### config.mk
export PLATFORM = sky130hd
export DESIGN_NAME = bpl_mem
export DESIGN_NICKNAME = d
export VERILOG_FILES = /design/src/design/bpl_mem.sv
export SDC_FILE = /design/constraint.sdc
export NUM_CORES = 1
export LEC_CHECK = 0
export ABC_AREA = 1
export ABC_CLOCK_PERIOD_IN_PS = 2500
export BUFFER_PORTS_ARGS = -buffer_cell sky130_fd_sc_hd__buf_2
export CAP_MARGIN = 20
export CELL_PAD_IN_SITES_DETAIL_PLACEMENT = 1
export CELL_PAD_IN_SITES_GLOBAL_PLACEMENT = 1
export CORE_UTILIZATION = 47
export DETAILED_ROUTE_END_ITERATION = 8
export PLACE_DENSITY = 0.73
export SETUP_SLACK_MARGIN = 0.3
export SYNTH_ARGS = -nofsm -noshare
export SYNTH_HDL_FRONTEND = slang
export SYNTH_SLANG_ARGS = --single-unit
### constraint.sdc
create_clock -name clk_i -period 2.5 [get_ports clk_i]
set_clock_uncertainty 0.2 [all_clocks]
set_input_delay 0 -clock clk_i [delete_from_list [all_inputs] [get_ports clk_i]]
set_output_delay 0 -clock clk_i [all_outputs]
set_load 0.05 [all_outputs]
### src/design/bpl_mem.sv
// Slot store: element and link words, one write and one registered read port.
module bpl_mem #(
  parameter int unsigned DEPTH = 32,
  parameter int unsigned WORD_WIDTH = 32,
  localparam int unsigned AW = $clog2(DEPTH)
) (
  input  logic                  clk_i,
  input  logic                  we_i,
  input  logic [AW-1:0]         waddr_i,
  input  logic [WORD_WIDTH-1:0] wword_i,
  input  logic [AW-1:0]         wlink_i,
  input  logic [AW-1:0]         raddr_i,
  output logic [WORD_WIDTH-1:0] rword_o,
  output logic [AW-1:0]         rlink_o
);

  logic [WORD_WIDTH-1:0] word_mem [DEPTH];
  logic [AW-1:0]         link_mem [DEPTH];

  always_ff @(posedge clk_i) begin
    if (we_i) begin
      word_mem[waddr_i] <= wword_i;
      link_mem[waddr_i] <= wlink_i;
    end
    rword_o <= word_mem[raddr_i];
    rlink_o <= link_mem[raddr_i];
  end

endmodule

* After elaboration in Yosys (flattened, before gate mapping)
Memories as Yosys holds them, arrays and structs flattened. A register that Yosys moved wholly into a read port is not among the register bits.
Index checks and enable logic that the tools add are counted.
** Cells by class
- Multiplexer cells :: 2
** Operators with widths (count)
- $mux 1 :: 2
** Storage, ports and cells
- Logic and storage cells :: 4
- Memories kept :: 2
- Output and inout bits :: 37
- Register bits after elaboration :: 0
- RAM bits :: 1184
- Bits of input ports :: 49
** Memory list
- word_mem :: depth 32, bits a word 32, read ports 1, clocked after memory_dff 1, write ports 1, line 17 : logic [WORD_WIDTH-1:0] word_mem [DEPTH];
- link_mem :: depth 32, bits a word 5, read ports 1, clocked after memory_dff 1, write ports 1, line 18 : logic [AW-1:0] link_mem [DEPTH];

* Depth between registers and ports, before layout
Gate-level depths: netlist (run 1).
- Depth after elaboration :: 2
- Gate-level depth with buffers :: 12
- Gate-level depth less buffers :: 9

* Worst setup path after synthesis (run 1)
No wires, ideal clock.
- Kind :: input to register
- From :: input port waddr_i[0]
- To :: memory link_mem[0][0] in the netlist's numbering (enable)
- Stages on the path :: 3
- Data required time :: 1.869 ns
- Setup time :: 0.431 ns
- Arrival :: 1.863 ns
- Path slack :: 0.006 ns
- Buffers on the path :: 0
- Cell sequence :: inv_1 > nand3_1 > nor2_1
** RTL lines
- start, declared :: line 9 : input logic [AW-1:0] waddr_i,
- end, declared :: line 18
No word-level cell before the write port.

* Worst setup path in the final report (run 1)
- From :: input port waddr_i[2]
- To :: memory word_mem[28][29] (enable)
** RTL lines (line)
- end, declared :: 17
No word-level cell before the write port.

==> results by stage, run 1 <==
Timing:
- Setup repair after global routing left no endpoint under its margin.
- The post-route worst hold slack is -0.0596 ns.
- The final hold violation count is 15.
- In the finished design, the share of the clock period the worst path needs comes to 0.868.
- The number of slew-limit violations in the final report is 0.
- The number of setup violations in the final report is 0.
- The routed design could run at a clock period as short as 2.17 ns.
- In the final timing run, aggregate negative setup slack is 0 ns.
- Derived from the worst setup path, the maximum achievable clock frequency is 461 MHz.
- The relative max-transition margin is 0.427.
- The transition at the pin with the smallest max-transition slack is 0.859 ns.

Placement:
- Routability-driven placement finished with a final weighted congestion of 0.758.
- Once detailed placement completed, the half-perimeter wirelength came to 77.8 mm.
- The number of I/O port buffers is 85.

Floorplan:
- 86 I/O pins were placed.
- The die extent in x is 326 um.
- Row generation in the floorplan step produced 118 rows.
- After floorplanning, the core was sized to cover 0.104 mm^2.
- The die span in y is 326 um.
- The total die area is 0.106 mm^2.
- For this configuration, the core starts out at a cell density of 0.475.

Routing:
- The number of DRC violations after detailed routing is 0.
- Detailed routing inserted a total of 33,100 vias.
- The routed wire length is 152 mm.
- The routed design uses 77.1 mm of met2 wire.
- The number of nets still failing antenna checks after routing is 0.
- The detailed router put a total of 61.1 mm of wire on met1.
- After detailed routing, the met3 layer carries 8.54 mm of wire.
- Using the TritonRoute via totals, the vias-per-cell ratio works out to 5.79.
- The detailed router finished its first iteration with 3,065 violations.
- After detailed routing, the average wire length per cell comes to 26.6 um.
- The number of iterations in the first detailed-routing pass is 5.
- The uppermost layer routed is met4.

Final layout:
- Summing all multi-input logic gate instances after layout gives 0.0111 mm^2.
- The synthesis-to-layout area growth is 13.9%.
- The top cell types in the final layout, fill and taps aside, are 1,655 x nand2_1, 1,184 x edfxtp_1, 900 x nand3_1, 136 x clkbuf_16, 81 x buf_2.
- Summing all flip-flop and latch instances after layout gives 0.0363 mm^2.
- The share of the core filled with cells in the final layout is 0.541.
- The number of nets in the finished design is 4,282.
- The filler cell count is 10,500.
- The fraction of final layout cells with drive strength greater than 1 is 0.0981.
- The library cell used most frequently in the layout, excluding fill and tap cells, is nand2_1.

Global route:
- The initial antenna violation count is 1.
- The first global-routing pass estimated 225 mm of wire.
- The aggregate global routing overflow is 0.
- Entering global routing, the biggest net connects 143 pins.
- In the global route stage, overall resource usage came out at 0.287.
- The via count of the first global-routing pass came to 34,900.

CTS:
- The clock latency at the later pin of the worst-skew pair is 0.73 ns.
- The clock net in this run drives a total of 1,221 sinks.
- The longest clock path from root to sink contains 3 buffers.
- The clock-pin slew of the registers on the worst-case setup and hold paths is 0.06 ns.
- The post-cts hold buffer count is 68.
- The total clock buffers created by CTS is 131.
- CTS built an H-tree with a depth of 4.
- The clock tree root buffer cell is clkbuf_16.
- The TritonCTS clock tree is done.

Synthesis:
- The gate count after technology mapping is 4,080.
- The number of distinct standard cells referenced by the synthesized netlist is 17.
- For this run, the number of Yosys warnings is 0.
- For this run, the register share of the synthesized area comes to 0.738.
- Synthesis inferred 1,221 register bits.
- The post-synthesis instance area is 0.0492 mm^2.
- The post-synth net total is 4,129.
- The average cell area after synthesis is 12.1 um^2.

Setup path:
- The worst setup path is of the primary input to flip-flop kind.
- The maximum fanout along the worst path is 6.
- STA classifies the critical path startpoint as a primary input.
- The data required time at the worst endpoint is 2.67 ns.
- STA classifies the critical path endpoint as a flip-flop.
- The arrival time reported for the critical path endpoint is 2.33 ns.

Power and ir drop:
- The analysis attributes to net switching a power of 0.0102 W.
- Of the total power, the share spent switching nets is 0.229.
- The completed layout was analyzed and its total power is 0.0447 W.
- The internal power of the cells totals 0.0345 W.
- The peak supply drop is 0.684 mV.
- The fraction of power consumed by the clock network is 0.421.
- The analysis attributes to cell leakage a power of 20.6 nW.
- The share of total power dissipated in sequential elements is 0.511.
- Of the total power, combinational logic draws 0.068.
- For this design the ratio of total power to cell area is 798 mW/mm^2.

Status:
- The run finished, with violations left.
- The checks that failed: hold timing.

Flow run:
- The number of max-cap violations is 0.

Min path:
- The min-delay analysis places its worst path in the category primary input to flip-flop.
## critical path, stage by stage
cell and delay, ns:
dlygate4sd3_1 0.52, buf_2 0.15, nand3_1 0.32, nor2_4 0.40, dlygate4sd3_1 0.93
## registers in the layout (all words and copies together) (netlist names)
| signal | cells |
|---|---|
| rlink_o | 5 |
| link_mem | 160 |
| rword_o | 32 |
| word_mem | 1024 |
## metrics by stage
| step | setup WS [ns] | cells | instance area (um^2) |
|---|---|---|---|
| 2_1_floorplan | 0.00601 | 4080 | 49200 |
| 3_3_place_gp | 0.514 | 5413 | 51300 |
| 3_5_place_dp | 0.438 | 5413 | 51300 |
| 4_1_cts | 0.318 | 5712 | 56100 |
| 5_1_grt | 0.302 | 5712 | 56100 |
| 6_report | 0.331 | 5713 | 56100 |
## synthesized netlist by cell type
cell	n	area (um^2)
nand2_1	1655	6210
edfxtp_1	1184	35600
nand3_1	900	4500
buf_2	115	576
buf_6	78	878
dfxtp_1	37	741
nor2_1	32	120
buf_4	30	225
buf_8	11	165
nand2_2	10	62.6
clkbuf_1	9	33.8
inv_1	7	26.3
buf_1	6	22.5
buf_12	3	60.1
inv_12	1	16.3
inv_2	1	3.75
inv_4	1	6.26
## power groups by stage
stage / registers (W) / logic (W) / clock network (W)
4_1_cts: 0.0229 / 0.00305 / 0.0190
2_1_floorplan: 0.0235 / 0.00160 / 0
5_1_grt: 0.0229 / 0.00331 / 0.0197
6_report: 0.0229 / 0.00305 / 0.0188
3_5_place_dp: 0.0233 / 0.00291 / 0
3_3_place_gp: 0.0233 / 0.00282 / 0
## worst paths after layout
check                         from                to  slack (ns)  depth (start not counted)
hold reg to reg    word_mem[2][22]       rword_o[22]        0.55                          8
hold / removal          waddr_i[3]  word_mem[30][24]       -0.06                          3
setup / recovery        waddr_i[2]  word_mem[28][29]        0.33                          5
setup reg to reg  word_mem[18][19]       rword_o[19]        0.55                          9
## final cells by class
class | count | share of cell area
sequential | 1221 | 0.647
multi-input combinational | 2597 | 0.199
clock buffer | 192 | 0.0668
timing repair buffer | 272 | 0.0485
tap | 1380 | 0.0308
clock inverter | 39 | 0.00629
inverter | 10 | 0.00150
antenna | 2 | 0.0000893
## cells by family after synthesis
group                  after synthesis  synth area share
AND/OR/NAND/NOR                   2597             0.221
buffers and inverters              262            0.0409
flip-flops                        1221             0.738
## repair_timing
action | in CTS | in global routing
resized for setup | 0 | 2
buffers inserted | 0 | 0
endpoints found under the setup margin | 0 | 11
endpoints found under the hold margin | 1318 | 14
## routing by layer
| layer | vias up | track usage |
|---|---|---|
| li1 | 14500 | - |
| met1 | 17100 | 0.366 |
| met2 | 1165 | 0.496 |
| met3 | 312 | 0.0412 |
| met4 | 0 | 0.110 |
| met5 | - | 0 |
Note: power is estimated with default switching activity, not from simulation.
==> inputs of run 2 (changes only) <==
--- a/config.mk
+++ b/config.mk
@@ -11,9 +11,9 @@
 export CAP_MARGIN = 20
 export CELL_PAD_IN_SITES_DETAIL_PLACEMENT = 1
 export CELL_PAD_IN_SITES_GLOBAL_PLACEMENT = 1
-export CORE_UTILIZATION = 47
+export CORE_UTILIZATION = 30
 export DETAILED_ROUTE_END_ITERATION = 8
-export PLACE_DENSITY = 0.73
+export PLACE_DENSITY = 0.5
 export SETUP_SLACK_MARGIN = 0.3
 export SYNTH_ARGS = -nofsm -noshare
 export SYNTH_HDL_FRONTEND = slang
==> results by stage, run 2 (synthesis gave the netlist of run 1 again) <==
Global route:
- The aggregate global routing overflow is 0 (unchanged).
- The pin count of the biggest net entering global routing is 105 (-27%).
- The via count of the first global-routing pass is 32,700 (-6.4%).
- The routing usage on met2 is 0.336 (-0.159).
- The busiest layer in global routing is met2.
- The global routing met3 resource utilization came to 0.0280 (-0.0132).
- The met1 track demand over resource in global routing is 0.272 (-0.0940).
- The total global routing track utilization is 0.200 (-0.0866).
- The initial antenna violation count is 5 (+4).
- The wire length of the first global-routing pass is 238 mm (+5.9%).

Timing:
- The final clock period utilization by the worst path is 0.832 (-0.0352).
- The number of slew-limit violations in the final report is 0 (unchanged).
- The number of setup violations in the final report is 0 (unchanged).
- The relative max-transition margin came to 0.547 (+0.119).
- The sum of negative setup slack is 0 ns (unchanged).
- The post-route worst hold slack is 0.108 ns (+0.167 ns).
- The final hold violation count came to 0 (-15).
- The highest achievable clock rate was 481 MHz (+4.2%).
- The shortest period the worst path allows is 2.08 ns (-0.0880 ns).
- Setup repair after global routing left no endpoint under its margin.
- The transition at the pin with the smallest max-transition slack is 0.680 ns (-0.179 ns).

Setup path:
- The data required time at the worst endpoint came to 3.00 ns (+0.33 ns).
- The kind of critical path is primary input to flip-flop.
- The slack of the worst reg-to-reg path is 0.71 ns (+0.16 ns).
- The arrival time reported for the critical path endpoint is 2.58 ns (+0.25 ns).
- The largest stage delay on the critical path is 0.55 ns (-0.38 ns).
- The critical path goes through dlygate4sd3_1, clkbuf_8, inv_8, buf_4, nand3_1, nand2_1, nand2_1, dlygate4sd3_1, nand2_1, nand2_1, nand2_1.
- The cell depth of the worst flop-to-flop path is 9 (unchanged).
- Among the stages of the critical path, the cell type that occurs most often is nand2_1.
- The startpoint type of the worst setup path is a primary input.
- The endpoint of the most critical register-to-register path is rword_o[0].
- The maximum fanout along the worst path is 24 (+18).
- The critical path capture point type is a flip-flop.
- The slowest stage of the critical path belongs to the cell dlygate4sd3_1.
- The startpoint identified for the worst register-to-register timing path is word_mem[30][0].

Min path:
- In this run the most critical hold path is launched from wword_i[15].
- The worst hold path belongs to the class primary input to flip-flop.
- The count of cells along the worst hold path is 2 (-1).
- The worst min-delay path endpoint is word_mem[10][15].

Power and ir drop:
- The power per cell area came to 798 mW/mm^2 (about the same).
- The reported leakage power is 20.8 nW (+1.0%).
- The peak supply drop was 0.819 mV (+20%).

Floorplan:
- The die span in y was 407 um (+25%).
- The core area came to 0.163 mm^2 (+57%).
- The number of top-level pins is 86 (unchanged).
- The number of rows in the core area was 148 (+25%).
- The initial core utilization is 0.302 (-0.172).
- The total die area was 0.166 mm^2 (+56%).
- The die extent in x came to 407 um (+25%).

CTS:
- The root buffer cell chosen for the clock tree is clkbuf_16.
- The clock sink count was 1,221 (unchanged).
- The total clock buffers created by CTS is 141 (+7.6%).
- The buffer levels on the longest clock path came to 3 (unchanged).
- The clock latency at the later pin of the worst-skew pair came to 0.76 ns (+0.03 ns).
- The clock-pin slew of the registers on the worst-case setup and hold paths came to 0.06 ns (about the same).
- The setup fix buffers added after clock tree synthesis is 0 (unchanged).
- The TritonCTS clock tree is done.
- The depth of the CTS H-tree is 4 (unchanged).

Routing:
- The number of nets still failing antenna checks after routing came to 0 (unchanged).
- The total vias in the final route is 31,900 (-3.6%).
- The average via count per standard cell is 4.87 (-16%).
- The number of iterations in the first detailed-routing pass is 5 (unchanged).
- The average detailed-routed wire length per instance was 25.3 um (-5.0%).
- The number of design-rule violations left by the first detailed-router iteration is 2,029 (-34%).
- The routed wire length is 165 mm (+8.8%).
- The number of DRC violations after detailed routing came to 0 (unchanged).

Placement:
- The number of I/O port buffers is 85 (unchanged).
- The detailed placement HPWL is 86.6 mm (+11%).
- The final weighted congestion in routability-driven placement is 0.724 (-4.5%).

Final layout:
- The largest registers in the layout are word_mem x1024, link_mem x160, rword_o x32.
- The largest register by flop count is word_mem.
- The fraction of final layout cells with drive strength greater than 1 is 0.104 (+0.00613).
- The flip-flop count of the largest register, all copies and words added is 1,024 (unchanged).
- The library cell used most frequently in the layout, excluding fill and tap cells, is nand2_1.
- The number of nets in the finished design is 4,298 (+0.37%).
- The synthesis-to-layout area growth is 16.9%.
- The filler cell count is 17,400 (+65%).
- In the layout the commonest cells are 1,655 x nand2_1, 1,184 x edfxtp_1, 900 x nand3_1, 151 x clkbuf_16, 80 x buf_2.

Flow run:
- The number of max-cap violations is 0 (unchanged).

Status:
- The run finished with clean final reports.
run 2: worst max path at each step:
stage	endpoint	slack, ns	cells past startpoint	from
5_1_grt	rword_o[0]	0.33	13	raddr_i[0]
4_1_cts	rword_o[4]	0.41	12	raddr_i[1]
2_1_floorplan	link_mem[0][0]	0.006	3	waddr_i[0]
6_report	rword_o[0]	0.42	11	raddr_i[2]
3_3_place_gp	word_mem[5][4]	0.58	5	waddr_i[3]
3_5_place_dp	word_mem[7][4]	0.55	5	waddr_i[3]
run 2: area by class of cell:
class,count,area [um^2],area share
multi-input cells,2597,11100,0.194
flip-flops and latches,1221,36300,0.631
repair inverters,1,11.3,0.000196
repair buffers,277,2860,0.0498
inverters,10,86.3,0.00150
clock buffers,213,4070,0.0708
diodes,4,10.0,0.000174
well taps,2175,2720,0.0473
clock inverters,45,329,0.00572
run 2: what timing repair did:
action	4_1_cts	5_1_grt
endpoints found under the hold margin	1790	0
gates resized for setup	0	3
setup endpoints to repair	0	4
hold buffers	55	0
run 2: report_power, final:
group | switching, W | leakage [nW] | internal (W)
clock network | 0.00826 | 2.15 | 0.0116
registers | 0.000119 | 11.0 | 0.0228
logic | 0.00232 | 7.66 | 0.000809
total | 0.0107 | 20.8 | 0.0352
run 2: metal layers:
| metal | wire (um) | share of wire | vias to the layer above |
|---|---|---|---|
| met5 | 0 | 0 | - |
| met4 | 3240 | 0.020 | 0 |
| met3 | 5290 | 0.032 | 196 |
| met2 | 80600 | 0.49 | 498 |
| met1 | 76200 | 0.46 | 16600 |
| li1 | - | - | 14600 |
run 2: through the flow:
stage	util	setup slack (ns)	instances	power [W]	area [um^2]
3_5_place_dp	0.323	0.552	6224	0.0264	52500
2_1_floorplan	-	0.00601	4080	0.0251	49200
3_3_place_gp	0.323	0.576	6224	0.0264	52500
6_report	0.353	0.419	6543	0.0459	57500
4_1_cts	0.353	0.413	6537	0.0465	57500
5_1_grt	0.353	0.332	6539	0.0475	57500
run 2: critical path, delay by kind of cell:
| family | cells | cell delay (ns) |
|---|---|---|
| AND/OR/NAND/NOR | 6 | 0.49 |
| buffers and inverters | 5 | 2.06 |
